===== config.mk =====
export PLATFORM = sky130hd
export DESIGN_NAME = rsa_modexp_64
export DESIGN_NICKNAME = d
export VERILOG_FILES = /design/src/rtl/rsa_pkg.sv /design/src/rtl/rsa_modexp_64.sv /design/src/rtl/rsa_dp.sv /design/src/rtl/rsa_ctrl.sv
export SDC_FILE = /design/constraint.sdc
export NUM_CORES = 1
export LEC_CHECK = 0
export ABC_AREA = 1
export BUFFER_PORTS_ARGS = -buffer_cell sky130_fd_sc_hd__buf_4
export CAP_MARGIN = 40
export CELL_PAD_IN_SITES_DETAIL_PLACEMENT = 1
export CELL_PAD_IN_SITES_GLOBAL_PLACEMENT = 1
export CORE_ASPECT_RATIO = 1.1
export CORE_UTILIZATION = 45
export DETAILED_ROUTE_END_ITERATION = 7
export GPL_TIMING_DRIVEN = 0
export MAX_ROUTING_LAYER = met4
export PLACE_DENSITY_LB_ADDON = 0.1
export RECOVER_POWER = 100
export SLEW_MARGIN = 20
export SYNTH_ARGS = -nofsm -noshare
export SYNTH_HDL_FRONTEND = slang
export SYNTH_SLANG_ARGS = --single-unit

===== constraint.sdc =====
create_clock -name clk -period 7.1 [get_ports clk]
set_input_delay 1.42 -clock clk [delete_from_list [all_inputs] [get_ports clk]]
set_output_delay 1.42 -clock clk [all_outputs]
set_load 0.01 [all_outputs]

===== src/rtl/rsa_pkg.sv =====
// Shared types and constants for the 64-bit RSA modular exponentiation block.
package rsa_pkg;

	// Exponent registers are always 64 bits wide
	localparam int unsigned EXP_BITS  = 64;
	localparam int unsigned ECNT_W    = $clog2(EXP_BITS + 1);
	localparam int unsigned DATA_W    = 64;
	localparam int unsigned CFG_IDX_W = 2;
	localparam int unsigned CFG_W     = 64;

	// Configuration register indexes
	typedef enum logic [CFG_IDX_W-1:0] {
		CFG_MODULUS  = 2'd0,
		CFG_PUB_EXP  = 2'd1,
		CFG_PRIV_EXP = 2'd2,
		CFG_DECRYPT  = 2'd3
	} rsa_cfg_idx_t;

	// Controller states
	typedef enum logic [2:0] {
		S_IDLE,
		S_NEXT,
		S_MACC,
		S_SQRI,
		S_MSQR,
		S_DONE
	} rsa_state_t;

	// Controller to datapath commands
	typedef struct packed {
		logic load;
		logic mul_init;
		logic sqr_sel;
		logic mul_step;
		logic wb_acc;
		logic wb_base;
		logic finish;
	} rsa_cmd_t;

	// Datapath to controller status
	typedef struct packed {
		logic range_err;
		logic exp_bit;
		logic exp_done;
		logic mul_last;
	} rsa_sts_t;

endpackage


===== src/rtl/rsa_modexp_64.sv =====
// Top level: 64-bit RSA modular exponentiation, square-and-multiply over exponent bits LSB first.
// On a range error the done strobe follows without any multiplication; otherwise each exponent bit
// costs a modular squaring of the base, plus a modular multiply into the accumulator when the bit is
// set, and the run time is set by the bit-serial multiplier at one bit per cycle.
// One item at a time; a new beat is taken in the cycle of the done strobe. Receiver cannot stall.
// Reset (arst_n low) clears the controller and restores modulus 2, exponents 1, encrypt mode.
module rsa_modexp_64 #(
	parameter int unsigned MODULUS_BITS = 64
) (
	input  logic                          clk,
	input  logic                          arst_n,
	input  logic                          start,
	output logic                          busy,
	input  logic [rsa_pkg::DATA_W-1:0]    message_value,
	output logic                          done,
	output logic [rsa_pkg::DATA_W-1:0]    result_value,
	output logic                          range_error,
	input  logic                          cfg_we,
	input  logic [rsa_pkg::CFG_IDX_W-1:0] cfg_index,
	input  logic [rsa_pkg::CFG_W-1:0]     cfg_wdata
);

	rsa_pkg::rsa_cmd_t cmd;
	rsa_pkg::rsa_sts_t sts;

	// Sequencer
	rsa_ctrl u_ctrl (
		.clk    (clk),
		.arst_n (arst_n),
		.start  (start),
		.sts    (sts),
		.cmd    (cmd),
		.busy   (busy),
		.done   (done)
	);

	// Arithmetic and registers
	rsa_dp #(
		.W (MODULUS_BITS)
	) u_dp (
		.clk           (clk),
		.arst_n        (arst_n),
		.cfg_we        (cfg_we),
		.cfg_index     (cfg_index),
		.cfg_wdata     (cfg_wdata),
		.message_value (message_value),
		.cmd           (cmd),
		.sts           (sts),
		.result_value  (result_value),
		.range_error   (range_error)
	);

endmodule


===== src/rtl/rsa_dp.sv =====
// Datapath: configuration registers, exponent shifter and bit-serial modular multiplier.
module rsa_dp #(
	parameter int unsigned W = 64
) (
	input  logic                              clk,
	input  logic                              arst_n,
	input  logic                              cfg_we,
	input  logic [rsa_pkg::CFG_IDX_W-1:0]     cfg_index,
	input  logic [rsa_pkg::CFG_W-1:0]         cfg_wdata,
	input  logic [rsa_pkg::DATA_W-1:0]        message_value,
	input  rsa_pkg::rsa_cmd_t                 cmd,
	output rsa_pkg::rsa_sts_t                 sts,
	output logic [rsa_pkg::DATA_W-1:0]        result_value,
	output logic                              range_error
);

	localparam int unsigned MCNT_W = $clog2(W);

	logic [W-1:0]                      mod_q;
	logic [rsa_pkg::EXP_BITS-1:0]      pub_q;
	logic [rsa_pkg::EXP_BITS-1:0]      priv_q;
	logic                              dec_q;

	logic [W-1:0]                      acc_q;
	logic [W-1:0]                      base_q;
	logic [rsa_pkg::EXP_BITS-1:0]      exp_q;
	logic [rsa_pkg::ECNT_W-1:0]        ecnt_q;
	logic                              err_q;

	logic [W-1:0]                      ma_q;
	logic [W-1:0]                      mb_q;
	logic [W-1:0]                      mres_q;
	logic [MCNT_W-1:0]                 mcnt_q;

	logic [rsa_pkg::DATA_W-1:0]        res_q;
	logic                              rerr_q;

	logic [W+1:0]                      t_sum;
	logic [W+1:0]                      two_n;
	logic [W+1:0]                      one_n;
	logic [W-1:0]                      step_res;
	logic                              in_err;

	// Config write port
	always_ff @(posedge clk or negedge arst_n) begin
		if (!arst_n) begin
			mod_q  <= W'(2);
			pub_q  <= rsa_pkg::EXP_BITS'(1);
			priv_q <= rsa_pkg::EXP_BITS'(1);
			dec_q  <= 1'b0;
		end else if (cfg_we) begin
			unique case (rsa_pkg::rsa_cfg_idx_t'(cfg_index))
				rsa_pkg::CFG_MODULUS:  mod_q  <= cfg_wdata[W-1:0];
				rsa_pkg::CFG_PUB_EXP:  pub_q  <= cfg_wdata;
				rsa_pkg::CFG_PRIV_EXP: priv_q <= cfg_wdata;
				rsa_pkg::CFG_DECRYPT:  dec_q  <= cfg_wdata[0];
			endcase
		end
	end

	// Input range check against the modulus
	assign in_err = message_value >= rsa_pkg::DATA_W'(mod_q);

	// One multiplier step: res = 2*res + (bit ? a : 0), reduced from below 3n
	always_comb begin
		t_sum = {1'b0, mres_q, 1'b0} + {2'b00, (mb_q[W-1] ? ma_q : '0)};
		two_n = {1'b0, mod_q, 1'b0};
		one_n = {2'b00, mod_q};
		if (t_sum >= two_n) begin
			step_res = W'(t_sum - two_n);
		end else if (t_sum >= one_n) begin
			step_res = W'(t_sum - one_n);
		end else begin
			step_res = t_sum[W-1:0];
		end
	end

	// Working registers
	always_ff @(posedge clk) begin
		if (cmd.load) begin
			err_q  <= in_err;
			base_q <= message_value[W-1:0];
			acc_q  <= (mod_q == W'(1)) ? '0 : W'(1);
			exp_q  <= dec_q ? priv_q : pub_q;
			ecnt_q <= '0;
		end
		if (cmd.mul_init) begin
			ma_q   <= cmd.sqr_sel ? base_q : acc_q;
			mb_q   <= base_q;
			mres_q <= '0;
			mcnt_q <= '0;
		end
		if (cmd.mul_step) begin
			mres_q <= step_res;
			mb_q   <= {mb_q[W-2:0], 1'b0};
			mcnt_q <= mcnt_q + MCNT_W'(1);
		end
		if (cmd.wb_acc) begin
			acc_q <= step_res;
		end
		if (cmd.wb_base) begin
			base_q <= step_res;
			exp_q  <= {1'b0, exp_q[rsa_pkg::EXP_BITS-1:1]};
			ecnt_q <= ecnt_q + rsa_pkg::ECNT_W'(1);
		end
		if (cmd.finish) begin
			res_q  <= err_q ? '0 : rsa_pkg::DATA_W'(acc_q);
			rerr_q <= err_q;
		end
	end

	assign sts.range_err = err_q;
	assign sts.exp_bit   = exp_q[0];
	assign sts.exp_done  = (ecnt_q == rsa_pkg::ECNT_W'(rsa_pkg::EXP_BITS));
	assign sts.mul_last  = (mcnt_q == MCNT_W'(W - 1));

	assign result_value = res_q;
	assign range_error  = rerr_q;

endmodule


===== src/rtl/rsa_ctrl.sv =====
// Controller: sequences square-and-multiply over the exponent bits.
module rsa_ctrl (
	input  logic              clk,
	input  logic              arst_n,
	input  logic              start,
	input  rsa_pkg::rsa_sts_t sts,
	output rsa_pkg::rsa_cmd_t cmd,
	output logic              busy,
	output logic              done
);

	rsa_pkg::rsa_state_t state_q;
	rsa_pkg::rsa_state_t state_nxt;
	logic                done_q;

	// State register and result strobe
	always_ff @(posedge clk or negedge arst_n) begin
		if (!arst_n) begin
			state_q <= rsa_pkg::S_IDLE;
			done_q  <= 1'b0;
		end else begin
			state_q <= state_nxt;
			done_q  <= (state_q == rsa_pkg::S_DONE);
		end
	end

	// Next state
	always_comb begin
		state_nxt = state_q;
		unique case (state_q)
			rsa_pkg::S_IDLE: begin
				if (start) state_nxt = rsa_pkg::S_NEXT;
			end
			rsa_pkg::S_NEXT: begin
				priority if (sts.range_err || sts.exp_done) state_nxt = rsa_pkg::S_DONE;
				else if (sts.exp_bit) state_nxt = rsa_pkg::S_MACC;
				else state_nxt = rsa_pkg::S_MSQR;
			end
			rsa_pkg::S_MACC: begin
				if (sts.mul_last) state_nxt = rsa_pkg::S_SQRI;
			end
			rsa_pkg::S_SQRI: state_nxt = rsa_pkg::S_MSQR;
			rsa_pkg::S_MSQR: begin
				if (sts.mul_last) state_nxt = rsa_pkg::S_NEXT;
			end
			rsa_pkg::S_DONE: state_nxt = rsa_pkg::S_IDLE;
			default: state_nxt = rsa_pkg::S_IDLE;
		endcase
	end

	// Command decode
	always_comb begin
		cmd = '0;
		unique case (state_q)
			rsa_pkg::S_IDLE: cmd.load = start;
			rsa_pkg::S_NEXT: begin
				if (!sts.range_err && !sts.exp_done) begin
					cmd.mul_init = 1'b1;
					cmd.sqr_sel  = !sts.exp_bit;
				end
			end
			rsa_pkg::S_MACC: begin
				cmd.mul_step = 1'b1;
				cmd.wb_acc   = sts.mul_last;
			end
			rsa_pkg::S_SQRI: begin
				cmd.mul_init = 1'b1;
				cmd.sqr_sel  = 1'b1;
			end
			rsa_pkg::S_MSQR: begin
				cmd.mul_step = 1'b1;
				cmd.wb_base  = sts.mul_last;
			end
			rsa_pkg::S_DONE: cmd.finish = 1'b1;
			default: cmd = '0;
		endcase
	end

	assign busy = (state_q != rsa_pkg::S_IDLE);
	assign done = done_q;

	// Checks
	a_done_single: assert property (@(posedge clk) disable iff (!arst_n)
		done_q |=> !done_q) else $error("result strobe longer than one cycle");

	a_accept_busy: assert property (@(posedge clk) disable iff (!arst_n)
		(start && !busy) |=> busy) else $error("accepted beat did not raise busy");

	a_done_after: assert property (@(posedge clk) disable iff (!arst_n)
		done_q |-> $past(state_q == rsa_pkg::S_DONE)) else $error("strobe without finish");

	a_no_step_idle: assert property (@(posedge clk) disable iff (!arst_n)
		!busy |-> !cmd.mul_step && !cmd.wb_acc && !cmd.wb_base)
		else $error("datapath step while idle");

endmodule


# Word level (Yosys, flattened, before mapping)
# Index checks and enable logic that the tools add are counted.
[classes] addsub=5 order_cmp=3 n_eq_ne=14 muxes=33 n_reduce_logical=17
[ops] operator="64-bit two-way mux" n=13
[ops] operator="64-bit subtractor" n=2
[ops] operator="63-bit two-way mux" n=2
[ops] operator="65-bit by 64-bit adder with 66-bit output" n=1
[ops] operator="66-bit by 64-bit greater-or-equal comparator with 1-bit output" n=1
[ops] operator="66-bit by 65-bit greater-or-equal comparator with 1-bit output" n=1
[ops] operator="64-bit by 1-bit == test with 1-bit output, second input constant" n=1
[ops] operator="64-bit greater-or-equal comparator" n=1
[ops] operator="3-bit two-way mux" n=5
[ops] operator="3-bit one-hot mux with 5 select lines" n=1
[ops] operator="7-bit two-way mux" n=2
[ops] operator="6-bit two-way mux" n=2
[ops] operator="2-bit AND reduction" n=4
[ops] operator="7-bit by 1-bit adder with 7-bit output, second input constant" n=1
[ops] operator="7-bit == test, second input constant" n=1
[ops] operator="6-bit by 1-bit adder with 6-bit output, second input constant" n=1
[ops] operator="3-bit by 2-bit == test with 1-bit output, second input constant" n=2
[ops] operator="3-bit == test, second input constant" n=2
[ops] operator="6-bit == test, second input constant" n=1
[ops] operator="1-bit two-way mux" n=6
[ops] operator="2-bit nonzero test" n=3
[ops] operator="2-bit == test, second input constant" n=2
[ops] operator="2-bit by 1-bit != test with 1-bit output, second input constant" n=2
[ops] operator="2-bit one-hot mux with 2 select lines" n=1
[ops] operator="other kinds (12)" n=14
[totals] ff_bits=660 inputBits=134 wordCells=91

# Logic depth before layout (Yosys ltp)
# Gate-level depths: netlist (run 1).
[depth] depth_word=7 mapped_depth=38 mapped_depth_nobuf=36

# By module
# Synthesis (run 1) repeated with hierarchy kept, for this count alone.
[hier_totals] hier_cells=5890 area_unflattened_um2=44139.8
[modules_own_cells] mod="rsa_dp" instances=1 cells_each=5850 area_per_inst_um2=43865.8
[modules_own_cells] mod="rsa_ctrl" instances=1 cells_each=40 area_per_inst_um2=274.0

# Least setup slack after synthesis (run 1)
# Ideal clock, no wire load.
[synth_timing] path_kind="register to register" start="reg u_ctrl.state_q[2]" end="reg u_ctrl.done_q, in the netlist u_ctrl.done" arrival_ps=4964 setup_slack_ps=1549 stages_incl_launch_ff=3 path_buffers=0 path_cell_list="dfrtp_1 -> inv_1 -> nor3_1"
[synth_via] elab_chain_cells=1
[synth_rtl] element="from (decl)" line_no="rsa_ctrl.sv:12" rtl="rsa_pkg::rsa_state_t state_q;"
[synth_rtl] element="from (signal assigned)" line_no="rsa_ctrl.sv:19" rtl="state_q <= rsa_pkg::S_IDLE;"
[synth_rtl] element="from (signal assigned)" line_no="rsa_ctrl.sv:22" rtl="state_q <= state_nxt;"
[synth_rtl] element="3-bit == test" line_no="rsa_ctrl.sv:23" rtl="done_q <= (state_q == rsa_pkg::S_DONE);"
[synth_rtl] element="to (signal assigned)" line_no="rsa_ctrl.sv:23"
[synth_rtl] element="to (decl)" line_no="rsa_ctrl.sv:14" rtl="logic done_q;"
# No other way between the ends.
# A chain may end at the register's enable or synchronous reset.

# Final worst setup path (run 1)
[layout_timing] start="reg u_dp.mb_q[63]" end="reg u_dp.base_q[47], data pin"
[layout_via] elab_chain_cells=6 elab_cells_between_ends=9
[layout_rtl] element="from (decl)" line_no="rsa_dp.sv:31" rtl="logic [W-1:0] mb_q;"
[layout_rtl] element="from (signal assigned)" line_no="rsa_dp.sv:89" rtl="mb_q <= base_q;"
[layout_rtl] element="from (signal assigned)" line_no="rsa_dp.sv:95" rtl="mb_q <= {mb_q[W-2:0], 1'b0};"
[layout_rtl] element="64-bit two-way mux (*)" line_no="rsa_dp.sv:66" rtl="t_sum = {1'b0, mres_q, 1'b0} + {2'b00, (mb_q[W-1] ? ma_q : '0)};"
[layout_rtl] element="65-bit by 64-bit adder with 66-bit output (*)" line_no="rsa_dp.sv:66"
[layout_rtl] element="64-bit subtractor or 66-bit by 64-bit greater-or-equal comparator with 1-bit output (tied branches)" line_no="rsa_dp.sv:72, rsa_dp.sv:71"
[layout_rtl] element="64-bit two-way mux" line_no="rsa_dp.sv:71" rtl="end else if (t_sum >= one_n) begin"
[layout_rtl] element="64-bit two-way mux (*)" line_no="rsa_dp.sv:69" rtl="if (t_sum >= two_n) begin"
[layout_rtl] element="64-bit two-way mux (*)" line_no="rsa_dp.sv:101" rtl="if (cmd.wb_base) begin"
[layout_rtl] element="to (signal assigned)" line_no="rsa_dp.sv:82" rtl="base_q <= message_value[W-1:0];"
[layout_rtl] element="to (signal assigned)" line_no="rsa_dp.sv:102" rtl="base_q <= step_res;"
[layout_rtl] element="to (decl)" line_no="rsa_dp.sv:25" rtl="logic [W-1:0] base_q;"
# Mark *: on every way between the ends. The rest lies on a longest branch, timed or not.

==> results.toml, run 1 <==
[synthesis]
ys_async_sr_fraction = 0.298
synthTopCellsByArea = "edfxtp_1 30%, nand2_1 19%, dfrtp_1 11%, inv_1 8.2%, ha_1 7.0%"
synth_nets = 6874
synth_top_area_share = 0.301
ys.warnings.count = 0
syn_inst = 6479
ys_types = 57
ys_ff_latch = 660
yosys.cell_count.top_type = "nand2_1"
avgSynthCellArea_um2 = 7.09
yosys.area.top_type = "edfxtp_1"
synth_flop_cell = "edfxtp_1"
syn_area_um2 = 45900
yosys-top-cells-count = "2,265 x nand2_1, 1,006 x inv_1, 589 x nor2_1, 484 x o21ai_0, 461 x edfxtp_1"
synth_edf_count = 461
ys_seq_area_frac = 0.410

[flow_run]
cap_violations = 16

[setup_path]
required_ps = 7480
cpLargestDelayFamily = "simple AND/OR/NAND/NOR gates"
cp-end-kind = "flop"
crit_path_start = "u_dp.mb_q[63]$_DFFE_PP_"
crit_type = "flop to flop"
rr_startpoint = "u_dp.mb_q[63]$_DFFE_PP_"
cp-start-kind = "flop"
path_buf_inv = 5
crit_slowest_cell = "ha_1"
max_stage_delay_ps = 470
path_max_fanout = 10
cpMostUsedCell = "nand2_1"
critPathArrivalTime_ps = 7460

[grt]
grt_pass1_vias = 48200
grt_max_degree = 89
antenna_found_initial = 3
grt_pass1_wl_um = 303000
grt.overflow.total = 0
grt_usage = 0.415

[timing]
post-route-min-period_ps = 7080
finalClockSkew_ps = 46.5
fmax_mhz = 141
slew_headroom = -1.16
worstMarginPinSlew_ps = 3240
finalCritPeriodShare = 0.997
maxSlewViolCount = 543
final.setup.tns_ps = 0
hold_viol = 0
hold_ws_ps = 481
setup_viol = 0

[detailed_routing]
dr_wl_met2_um = 100000
drt_wl_total_um = 210000
wl_met1_um = 82200
detail_route.wl_per_cell_um = 25.6
vias_per_cell = 5.65
wl_met3_um = 12600
first_pass_iters = 5
highest_layer = "met4"
ant_nets = 0
remaining_drc_errors = 0
dr_total_vias = 46400
drt_iter0_drc = 3816

[cts]
htree_levels = 3
insertion_delay_ps = 700
cts.sinks = 660
cts_tree = "yes"
numCtsBuffers = 72
clockBufferDepth = 3
post_cts_buffers = 0
cts.clk_slew.worst_paths_ps = 70
clockRootBuffer = "clkbuf_16"

[run_status]
violations = "capacitance limit, slew limit"
outcome = "finished, violations left"

[floorplan]
die_x_um = 307
row_count = 122
initial_core_util = 0.455
die_h_um = 337
core_area_um2 = 101000
die_area_um2 = 103000
ioPinCount = 201

[placement]
dp_hpwl_um = 173000
routabilityCongestion = 1.08
place_inst = 8073
io_buffer_count = 200

[layout]
instances_no_fill = 8213
area_growth_pct = 12.3
drive_above_1_share = 0.0574
nFillCells = 13000
nNetsFinal = 7180

[worst_hold_path]
hold_path.startpoint = "u_dp.pub_q[19]$_DFFE_PN0P_"
holdCritPathClass = "flop to flop"
[kinds of logic after synthesis]
| logic type | share of synthesized area |
|---|---|
| and+or+nand+nor | 0.301 |
| adders and majority gates | 0.0716 |
| DFF | 0.410 |
| xor gates and xnor gates | 0.0215 |
| buffers and inverters | 0.102 |
| AOI/OAI and AO/OA | 0.0937 |
[timing repair]
item	in CTS	in global routing
gates resized for setup	6	24
endpoints found under the setup margin	122	127
hold buffers	0	0
hold endpoints to repair	0	0
[cell usage in the layout (no fill, tap or decap), drive strengths merged, types with 5 or more instances in the layout]
| cell type | Yosys | routed |
|---|---|---|
| a21o | 6 | 6 |
| a21oi | 255 | 255 |
| a31oi | 7 | 7 |
| buf | 40 | 173 |
| bufinv | 0 | 6 |
| clkbuf | 139 | 329 |
| clkinv | 0 | 28 |
| dfrtp | 194 | 194 |
| diode | 0 | 5 |
| edfxtp | 461 | 461 |
| ha | 258 | 258 |
| inv | 1042 | 1047 |
| nand2 | 2282 | 2282 |
| nand3 | 300 | 300 |
| nand3b | 16 | 16 |
| nand4 | 122 | 122 |
| nor2 | 599 | 599 |
| nor3 | 45 | 45 |
| nor4 | 24 | 24 |
| o211ai | 7 | 7 |
| o21a | 10 | 10 |
| o21ai | 485 | 485 |
| o21bai | 30 | 30 |
| or2 | 6 | 6 |
| xnor2 | 40 | 40 |
| xor2 | 73 | 73 |
[area by class of cell]
class | count | area, um^2 | share of cell area
buffer | 179 | 808 | 0.0157
multi-input combinational | 4598 | 22500 | 0.436
inverter | 1042 | 3910 | 0.0758
clock inverter | 42 | 465 | 0.00902
antenna | 5 | 12.5 | 0.000242
tap | 1364 | 1710 | 0.0331
sequential | 660 | 18800 | 0.365
timing repair buffer | 232 | 1450 | 0.0280
clock buffer | 91 | 1950 | 0.0379
[worst paths after layout]
kind	depth (start not counted)	to	slack, ps
worst max-delay path	32	u_dp.base_q[47]$_DFFE_PP_	20
worst min-delay path	2	u_dp.pub_q[19]$_DFFE_PN0P_	480
worst max register to register	32	u_dp.base_q[47]$_DFFE_PP_	20
worst min register to register	2	u_dp.pub_q[19]$_DFFE_PN0P_	480
max in group asynchronous	3	u_dp.priv_q[53]$_DFFE_PN0P_	1200
min in group asynchronous	1	u_dp.pub_q[9]$_DFFE_PN0P_	1800
[registers in the layout (all words and copies together) (netlist names)]
| name | cells |
|---|---|
| u_ctrl.done | 1 |
| u_ctrl.state_q | 3 |
| u_dp.acc_q | 64 |
| u_dp.base_q | 64 |
| u_dp.dec_q | 1 |
| u_dp.ecnt_q | 7 |
| u_dp.err_q | 1 |
| u_dp.exp_q | 64 |
| u_dp.ma_q | 64 |
| u_dp.mb_q | 64 |
| u_dp.mcnt_q | 6 |
| u_dp.mod_q | 64 |
| u_dp.mres_q | 64 |
| u_dp.priv_q | 64 |
| u_dp.pub_q | 64 |
| u_dp.range_error | 1 |
| u_dp.result_value | 64 |
[metrics by stage]
step / setup slack [ps] / area [um^2] / util
4_1_cts: 56.5 / 52100 / 0.516
6_report: 19.2 / 51600 / 0.512
3_5_place_dp: -296 / 49700 / 0.492
5_1_grt: -21.9 / 51600 / 0.511
2_1_floorplan: 1550 / 45900 / -
3_3_place_gp: -1750 / 49100 / 0.487
[tightest hold or removal path, cell delays in order, from the launching register on]
cell and delay, ps:
dfrtp_1 340, nand2_1 50, o21ai_0 60
[layer usage]
metal | GRT usage | vias to the layer above
li1 | - | 21300
met1 | 0.483 | 22900
met2 | 0.684 | 1687
met3 | 0.0532 | 489
met4 | 0.254 | 0
met5 | - | -
Power of run 1 is not shown: default switching activity piles up to over one toggle a cycle in this logic, so the estimate is an artifact.
==> run 2: changes to the inputs <==
--- a/config.mk
+++ b/config.mk
@@ -5,7 +5,7 @@
 export SDC_FILE = /design/constraint.sdc
 export NUM_CORES = 1
 export LEC_CHECK = 0
-export ABC_AREA = 1
+export ABC_AREA = 0
 export BUFFER_PORTS_ARGS = -buffer_cell sky130_fd_sc_hd__buf_4
 export CAP_MARGIN = 40
 export CELL_PAD_IN_SITES_DETAIL_PLACEMENT = 1
==> results.toml, run 2 <==
[timing]
finalClockSkew_ps = 49.8
hold_viol = 0
finalCritPeriodShare = 0.997
fmax_mhz = 141
final.setup.tns_ps = 0
slew_headroom = -0.800
maxSlewViolCount = 495
post-route-min-period_ps = 7080
setup_viol = 0
worstMarginPinSlew_ps = 2700

[cts]
clockRootBuffer = "clkbuf_16"
clockBufferDepth = 3
htree_levels = 3
insertion_delay_ps = 670
cts.clk_slew.worst_paths_ps = 70
numCtsBuffers = 74
cts.sinks = 660
cts_tree = "yes"

[floorplan]
ioPinCount = 201
die_h_um = 319
die_area_um2 = 92300
initial_core_util = 0.457
core_area_um2 = 89800
row_count = 115
die_x_um = 290

[layout]
nNetsFinal = 4788
final_cell_mix = "461 x edfxtp_1, 380 x nand2_1, 289 x nor2_1"
drive_above_1_share = 0.199
final_common_cell = "edfxtp_1"
area_growth_pct = 19.8
final_util = 0.547
stdcell_area_um2 = 49100

[synthesis]
avgSynthCellArea_um2 = 10.2
ys_async_sr_fraction = 0.298
ys_seq_area_frac = 0.459
yosys-top-cells-count = "461 x edfxtp_1, 390 x nand2_1, 298 x nor2_1, 282 x a21oi_1, 278 x o21ai_0"
synth_edf_count = 461
syn_inst = 4027
synth_flop_cell = "edfxtp_1"
yosys.area.top_type = "edfxtp_1"
synthTopCellsByArea = "edfxtp_1 34%, dfrtp_1 12%, ha_1 7.9%, mux2_2 6.4%, nand2_1 3.6%"
ys.warnings.count = 0
synth_top_area_share = 0.338
ys_types = 91
synth_nets = 4422
ys_ff_latch = 660
yosys.cell_count.top_type = "edfxtp_1"
syn_area_um2 = 41000

[placement]
io_buffer_count = 200
dp_hpwl_um = 125000
routabilityCongestion = 1.02
post_dp_cell_area_um2 = 44800

[grt]
grt_max_degree = 98
grt.overflow.total = 0
antenna_found_initial = 10
grt_usage = 0.359
grt_pass1_wl_um = 237000
grt_pass1_vias = 36100

[detailed_routing]
ant_nets = 0
detail_route.wl_per_cell_um = 28.9
dr_total_vias = 34700
drt_wl_total_um = 163000
drt_iter0_drc = 2736
first_pass_iters = 5
remaining_drc_errors = 0
vias_per_cell = 6.17

[flow_run]
cap_violations = 14

[setup_path]
cp-start-kind = "flop"
critPathArrivalTime_ps = 7490
cp-end-kind = "flop"
max_stage_delay_ps = 510
crit_slowest_cell = "or4b_4"
path_max_fanout = 10
crit_type = "flop to flop"
required_ps = 7510

[run_status]
outcome = "finished, violations left"
violations = "capacitance limit, slew limit"

[worst_hold_path]
holdCritPathClass = "flop to flop"
-- run 2: stage by stage --
step           setup slack (ps)  hold WS, ps  cells
2_1_floorplan               774          449   4027
3_3_place_gp              -3160          486   5397
3_5_place_dp              -2250          493   5436
4_1_cts                    1.77          506   5601
5_1_grt                    -117          513   5624
6_report                   20.5          503   5625
-- run 2: cells by family (layout without fill, tap and decap cells) --
family          Yosys count  after routing  share of synthesized area
buf+inv                 323            748                     0.0306
flops                   660            660                      0.459
fa+ha+maj               261            261                     0.0802
other cells               0              3                          0
xor+xnor                173            173                     0.0370
simple gates           1203           1203                      0.140
compound gates         1090           1090                      0.168
mux                     317            317                     0.0846
-- run 2: path summary, 6_finish.rpt --
check / slack, ps / cells past startpoint / start / end
max: 20 / 28 / u_dp.mb_q[63]$_DFFE_PP_ / u_dp.base_q[9]$_DFFE_PP_
min: 500 / 1 / u_dp.pub_q[46]$_DFFE_PN0P_ / u_dp.pub_q[46]$_DFFE_PN0P_
max reg2reg: 20 / 28 / u_dp.mb_q[63]$_DFFE_PP_ / u_dp.base_q[9]$_DFFE_PP_
min reg2reg: 500 / 1 / u_dp.pub_q[46]$_DFFE_PN0P_ / u_dp.pub_q[46]$_DFFE_PN0P_
max in group asynchronous: 1590 / 3 / arst_n / u_dp.priv_q[22]$_DFFE_PN0P_
min in group asynchronous: 970 / 1 / arst_n / u_dp.priv_q[48]$_DFFE_PN0P_
-- run 2: routing by layer --
layer	global-route usage	routed length, um	up-vias
met5	-	0	-
met4	0.146	7770	0
met3	0.0429	9010	363
met2	0.568	76200	1147
met1	0.465	69700	17600
li1	-	-	15600
-- run 2: cell type report --
cell class / instances / area (um^2)
inverter: 116 / 435
fill: 9767 / 40700
tap: 1170 / 1460
timing repair buffer: 325 / 2250
multi-input combinational: 3044 / 22800
antenna: 3 / 7.51
clock buffer: 101 / 2060
buffer: 172 / 927
clock inverter: 34 / 395
sequential: 660 / 18800
-- run 2: timing repair --
action                                  in CTS  in global routing
setup buffers                               50                 31
cloned                                       1                  1
pin swaps                                   39                 59
resized for setup                          244                185
endpoints found under the setup margin     192                192
hold buffers                                 0                  0
-- run 2: critical path: cells and delay by family (launching register included) --
kind,cells,cell delay [ps]
multiplexers,1,310
AO/OA/AOI/OAI,11,2660
flip-flops,1,440
adder cells (fa/ha/maj),2,570
AND/OR/NAND/NOR,6,1220
XOR/XNOR,1,220
buffers and inverters,7,1410
Power of run 2 is left out for the same reason.
